<file path="config.mk">
export PLATFORM = sky130hd
export DESIGN_NAME = wjb_front
export DESIGN_NICKNAME = d
export VERILOG_FILES = /design/src/hdl/wjb_pkg.sv /design/src/hdl/wjb_front.sv
export SDC_FILE = /design/constraint.sdc
export NUM_CORES = 2
export LEC_CHECK = 0
export BUFFER_PORTS_ARGS = -buffer_cell sky130_fd_sc_hd__buf_4
export CELL_PAD_IN_SITES_DETAIL_PLACEMENT = 0
export CELL_PAD_IN_SITES_GLOBAL_PLACEMENT = 1
export CORE_UTILIZATION = 25
export CTS_BUF_LIST = sky130_fd_sc_hd__clkbuf_16
export CTS_CLUSTER_DIAMETER = 80
export DETAILED_ROUTE_END_ITERATION = 8
export PLACE_DENSITY_LB_ADDON = 0.08
export SYNTH_ARGS = -nofsm -noshare
export SYNTH_HDL_FRONTEND = slang
export SYNTH_SLANG_ARGS = --single-unit
</file>
<file path="constraint.sdc">
create_clock -name clk_i -period 7.75 [get_ports clk_i]
set_input_delay 0.3875 -clock clk_i [delete_from_list [all_inputs] [get_ports clk_i]]
set_output_delay 0.3875 -clock clk_i [all_outputs]
set_load 0.02 [all_outputs]
</file>
<file path="src/hdl/wjb_pkg.sv">
`timescale 1ns / 1ps
// Shared types, constants and fixed-point helpers of the weighted joint bend core.
package wjb_pkg;

  typedef struct packed {
    logic signed [31:0] vert_x;
    logic signed [31:0] vert_y;
    logic signed [31:0] vert_z;
    logic signed [31:0] pivot_height;
    logic signed [31:0] bend_angle;
    logic signed [31:0] axis_angle;
    logic               upper_half;
  } wjb_in_t;

  typedef struct packed {
    logic signed [31:0] out_x;
    logic signed [31:0] out_y;
    logic signed [31:0] out_z;
  } wjb_out_t;

  typedef struct packed {
    logic signed [31:0] px;
    logic signed [32:0] py;
    logic signed [31:0] pz;
    logic signed [31:0] vy;
    logic signed [31:0] pivot;
    logic               bypass;
  } wjb_side_t;

  localparam logic [31:0]        BEND_MIN     = 32'd168;
  localparam logic signed [33:0] W_HALF_ONE   = 34'sd65536;
  localparam logic signed [33:0] W_TWO        = 34'sd131072;
  localparam logic [38:0]        Q30_TWO_PI   = 39'd6746518852;
  localparam logic signed [34:0] Q30_PI       = 35'sd3373259426;
  localparam logic signed [34:0] Q30_TWO_PI_S = 35'sd6746518852;
  localparam logic signed [34:0] Q30_HALF_PI  = 35'sd1686629713;
  localparam logic signed [33:0] CORDIC_GAIN  = 34'sd652032874;
  localparam logic signed [32:0] Q30_ONE      = 33'sd1073741824;
  localparam int                 CORDIC_STEPS = 30;
  localparam int                 RED_STEPS    = 6;
  localparam int                 SC_LAT       = RED_STEPS + CORDIC_STEPS + 4;
  localparam int                 FRONT_LAT    = 2;
  localparam int                 ROT_LAT      = 5;

  function automatic logic [29:0] atan_q30(input int i);
    logic [29:0] a;
    case (i)
      0: a = 30'd843314856;
      1: a = 30'd497837829;
      2: a = 30'd263043836;
      3: a = 30'd133525158;
      4: a = 30'd67021686;
      5: a = 30'd33543515;
      6: a = 30'd16775850;
      7: a = 30'd8388437;
      8: a = 30'd4194282;
      9: a = 30'd2097149;
      10: a = 30'd1048575;
      11: a = 30'd524287;
      12: a = 30'd262143;
      13: a = 30'd131071;
      14: a = 30'd65535;
      15: a = 30'd32767;
      16: a = 30'd16383;
      17: a = 30'd8191;
      18: a = 30'd4095;
      19: a = 30'd2047;
      20: a = 30'd1023;
      21: a = 30'd511;
      22: a = 30'd255;
      23: a = 30'd127;
      24: a = 30'd63;
      25: a = 30'd31;
      26: a = 30'd15;
      27: a = 30'd7;
      28: a = 30'd3;
      29: a = 30'd1;
      default: a = 30'd0;
    endcase
    return a;
  endfunction

  // Product with a Q.30 factor, rounded to nearest with ties away from zero.
  function automatic logic signed [37:0] fxm(input logic signed [35:0] v,
                                             input logic signed [33:0] t);
    logic [35:0] u;
    logic [33:0] w;
    logic [69:0] p;
    logic [37:0] r;
    logic        neg;
    neg = v[35] ^ t[33];
    u = v[35] ? 36'(-v) : 36'(v);
    w = t[33] ? 34'(-t) : 34'(t);
    p = 70'(u) * 70'(w) + (70'(1) << 29);
    r = p[67:30];
    return neg ? -$signed(r) : $signed(r);
  endfunction

  function automatic logic signed [31:0] sat32(input logic signed [39:0] v);
    logic signed [31:0] r;
    if (v > 40'sd2147483647) begin
      r = 32'sh7fffffff;
    end else if (v < -40'sd2147483648) begin
      r = 32'sh80000000;
    end else begin
      r = v[31:0];
    end
    return r;
  endfunction

endpackage

</file>
<file path="src/hdl/wjb_front.sv">
`timescale 1ns / 1ps
// Front stages: pivot distance, bend weight and the scaled bend angle.
module wjb_front import wjb_pkg::*; (
  input  logic               clk_i,
  input  logic               rst_ni,
  input  logic               valid_i,
  input  wjb_in_t            in_i,
  output logic               valid_o,
  output logic signed [32:0] theta_o,
  output logic signed [31:0] axis_o,
  output wjb_side_t          side_o
);

  logic               v1_q, v2_q;
  logic [31:0]        absb_d, absb1_q;
  logic               neg1_q;
  logic [16:0]        w_d, w1_q;
  logic signed [31:0] axis1_q, axis2_q;
  wjb_side_t          side_d, side1_q, side2_q;
  logic signed [32:0] py;
  logic signed [33:0] t;
  logic [48:0]        prod;
  logic [31:0]        mag;
  logic signed [32:0] theta_d, theta2_q;

  always_comb begin
    absb_d = in_i.bend_angle[31] ? 32'(-in_i.bend_angle) : 32'(in_i.bend_angle);
    py = 33'(in_i.vert_y) - 33'(in_i.pivot_height);
    t = W_HALF_ONE + (in_i.upper_half ? 34'(py) : -34'(py));
    if (t <= 34'sd0) begin
      w_d = 17'd0;
    end else if (t >= W_TWO) begin
      w_d = 17'd65536;
    end else begin
      w_d = 17'(t[17:1]);
    end
    side_d.px = in_i.vert_x;
    side_d.py = py;
    side_d.pz = in_i.vert_z;
    side_d.vy = in_i.vert_y;
    side_d.pivot = in_i.pivot_height;
    side_d.bypass = absb_d < BEND_MIN;
  end

  always_comb begin
    prod = 49'(absb1_q) * 49'(w1_q) + 49'd32768;
    mag = prod[47:16];
    theta_d = neg1_q ? -$signed({1'b0, mag}) : $signed({1'b0, mag});
  end

  always_ff @(posedge clk_i or negedge rst_ni) begin
    if (!rst_ni) begin
      v1_q <= 1'b0;
      v2_q <= 1'b0;
    end else begin
      v1_q <= valid_i;
      v2_q <= v1_q;
    end
  end

  always_ff @(posedge clk_i) begin
    absb1_q <= absb_d;
    neg1_q <= in_i.bend_angle[31];
    w1_q <= w_d;
    axis1_q <= in_i.axis_angle;
    side1_q <= side_d;
    theta2_q <= theta_d;
    axis2_q <= axis1_q;
    side2_q <= side1_q;
  end

  assign valid_o = v2_q;
  assign theta_o = theta2_q;
  assign axis_o = axis2_q;
  assign side_o = side2_q;

endmodule

</file>
==> summary.md <==
| Metric | Value |
|---|---|
| Async S/R FF share, synth | 0.00423 |
| Commonest register cell after synthesis | dfxtp_1 |
| CP Data Required Time | 8.28 ns |
| Post-synth top area share | 0.297 |
| CP Launch Type | flip-flop |
| Worst hold start | in_i[57] |
| Syn nets | 4055 |
| Syn Inst Count | 3230 |
| DR vias | 24.5k |
| Avg Cell Area, Syn | 9.83 µm² |
| Final Hold Fails | 0 |
| R2R Setup Slk | 0.08 ns |
| Placed Cells | approximately 5.5k |
| Hpwl dp | just over 80 mm |
| Final wirelength | 99.6 mm |
| Seq/Total Area, Yosys | 0.298 |
| Vias/cell | 4.20 |
| Peak supply drop | around 0.17 mV |
| Number of nets in the layout | 4952 |
| Synth warnings | 0 |
| Initial antenna violation count | 8 |
| Crit Path Category | reg2reg |
| RR Startpoint | w1_q[16] |
| Setup-failing EPs final | 0 |
| TritonCTS buffer count | 57 |
| Critical path data arrival time | roughly 8 ns |
| Number of max-cap violations | 0 |
| Die X | 358 µm |
| Vias in the first global route | 26.5k |
| Fin Hold WS | about 0.072 ns |
| Largest family of logic cells by synthesized area | adder cells |
| Post-route ant nets | 0 |
| Library cells used by synthesis | 82 |
| Most frequent cell after synthesis | inv_1 |
| Post-synthesis compound-gate area fraction | 0.0774 |
| Clock root buffer | clkbuf_16 |
| Multiplexer share of the synthesized area | 0.00158 |
| Starting density of the core | 0.252 |
| Synth top cells by count | inv_1 (586), dfxtp_1 (471), fa_1 (449) |
| Hold Path End | absb1_q[24] |
| DRC Markers | 0 |
| RePlAce Congestion | 0.784 |
| Die height | ~360 µm |
| Worst-path fanout max | 6 |
| Outcome | complete, no violations |
| RSZ-0062 raised after global routing | true |
| Post-synth EDFFs | 0 |
| M3 GR Usage | 0.0252 |
| Final Core Density | 0.355 |
| Synth Area in Simple Gates | 0.145 |
| Syn Std Cell Area | 31800 µm² |
| Largest net degree at the start of global routing | 48 |
| Gr usage total | 0.156 |
| Synth area leader | dfxtp_1 |
| Post-layout minimum cycle time | 7.67 ns |
| Skew final | 0.0198 ns |
| Tightest Pin Transition | 0.836 ns |
| Die ar. | around 130000 µm² |
| Setup TNS | 0 ns |
| Met1 Track Usage GR | 0.191 |
| P_leak | approximately 21 nW |
| Layout cell share with drive strength beyond 1 | 0.268 |
| Slew HR | 0.435 |
| Top Ports | approximately 420 |
| Skew-Pair Late Insertion Delay | 0.65 ns |
| CTS tree | yes |
| Final total power | slightly above 7 mW |
| Cell Count, Final, Fillers Out | 5825 |
| Iter 0 DRT Violations | 869 |
| WL per Instance | 17.1 µm |
| Post-Synth XOR/XNOR Area | 0.0394 |
| Hold path cells | 2 |
| PwrDens | 159 nW/µm² |
| Fin crit share | 0.990 |
| H-tree depth | 2 |
| GRT met2 Usage | 0.281 |
| Max Clk Rate | 130 MHz |
| Synth-to-layout area growth | 40.8% |
| R2r endpoint | theta_o[32] |
| CTS max path bufs | 3 |
| Gr busiest metal | met2 |
| Slew Viols, Final | 0 |
| Sink Count | 473 |
| Port bufs | 423 |
| GR Overflow Total | 0 |
| Worst Hold Class | in2reg |
| Row count | 130 |
| Crit end category | flip-flop |
| Clock transition at path regs | 0.06 ns |
| DR pass1 iterations | 5 |
| Global-route wire length before repair | 154 mm |
| Core area | about 130000 µm² |
| Adder and majority gate portion of the synthesized area | 0.354 |
| Synth top area cells | dfxtp_1 (30%), fa_1 (28%), ha_1 (7.1%) |
| Synth Register Bits | 473 |
| R2R cell count | 27 |
[worst max path at each step]
stage	from	to	slack (ns)	cells past startpoint
final	w1_q[16]	theta_o[32]	0.08	27
after global routing	w1_q[3]	theta_o[32]	-0.17	31
after CTS	w1_q[7]	theta_o[32]	-0.09	31
after detailed placement	w1_q[2]	theta_o[32]	-0.86	26
after global placement	w1_q[4]	theta_o[32]	-0.86	26
after floorplan	absb1_q[8]	theta_o[32]	0.02	26
[metal layers]
layer / vias up / share of wire
met4: 8 / 0.025
met2: 412 / 0.50
met3: 117 / 0.039
li1: 11900 / -
met5: - / 0.00058
met1: 12000 / 0.44
[cells by family (layout without fill, tap and decap cells)]
kind of cell / count (synthesis) / after routing
AOI/OAI and AO/OA: 361 / 361
adders and majority gates: 629 / 629
DFF: 473 / 473
and+or+nand+nor: 913 / 913
other: 0 / 2
xor gates and xnor gates: 142 / 142
muxes: 5 / 5
buffers and inverters: 707 / 1650
[where the power goes]
part	internal [mW]	switching (mW)	total, mW
clock	1.59	1.10	2.69
sequential	2.65	0.0918	2.74
combinational	0.742	0.928	1.67
[cell usage in the layout (no fill, tap or decap), drive strengths merged, types with 8 or more instances in the layout]
cell	instances
a2111oi	8
and3	17
nand3	41
a41oi	8
o21a	16
a21oi	84
and4	10
clkbuf	63
a31oi	20
buf	763
o31a	8
nor4	15
a211o	8
nor2	79
o211ai	12
o21ai	75
dfxtp	471
nand4	20
dlygate4sd3	189
or4	10
a211oi	13
xnor2	117
clkinv	27
o21bai	8
or2	11
or3	13
fa	449
nand2b	10
inv	598
a21o	26
o31ai	19
o41ai	8
ha	180
and2	257
nand2	376
nor2b	8
nor3	37
xor2	25
[registers in the layout, indices dropped and copies added (netlist names)]
register / count
absb1_q: 32
theta_o: 33
v1_q: 1
side_o: 162
valid_o: 1
axis_o: 32
side1_q: 162
axis1_q: 32
neg1_q: 1
w1_q: 17
[metrics by stage]
| step | setup slack, ns | area (µm²) |
|---|---|---|
| 3_5_place_dp | -0.864 | 38900 |
| 5_1_grt | -0.168 | 44700 |
| 3_3_place_gp | -0.861 | 38900 |
| 4_1_cts | -0.0946 | 43900 |
| 6_report | 0.0767 | 44700 |
| 2_1_floorplan | 0.0211 | 31800 |
[critical path, stage by stage, from the launching register on]
cell and delay, ns:
dfxtp_4 0.38, clkbuf_4 0.18, and2_1 0.18, fa_1 0.53, fa_1 0.57, fa_2 0.48, fa_1 0.53, fa_1 0.52
inv_1 0.06, fa_1 0.52, inv_1 0.06, ha_4 0.22, buf_6 0.12, buf_4 0.13, and4_4 0.16, nand2b_4 0.06
nand2_1 0.07, nor2_2 0.14, nand2_2 0.07, and3_4 0.18, or3_4 0.33, a211o_4 0.36, nor4_4 0.28, buf_4 0.18
nand3_4 0.10, or3_4 0.41, or4_4 0.42, o31a_1 0.29
[area by class of cell]
| type | instances | area (µm²) |
|---|---|---|
| Clock buffer | 58 | 1450 |
| Sequential cell | 473 | 9570 |
| Timing Repair Buffer | 957 | 8300 |
| Clock inverter | 47 | 458 |
| Tap cell | 1650 | 2060 |
| Fill cell | 13100 | 81200 |
| Inverter | 588 | 2210 |
| Multi-Input combinational cell | 2050 | 20700 |
| Antenna cell | 2 | 5.00 |
[what timing repair did]
action / in CTS / in global routing
pin swaps: 122 / 155
cloned: 2 / 4
resized for setup: 208 / 115
endpoints found under the hold margin: 191 / 0
hold buffers: 189 / 0
setup endpoints to repair: 16 / 6
buffers inserted: 27 / 36
No activity file was read; power rests on OpenSTA's default activity.
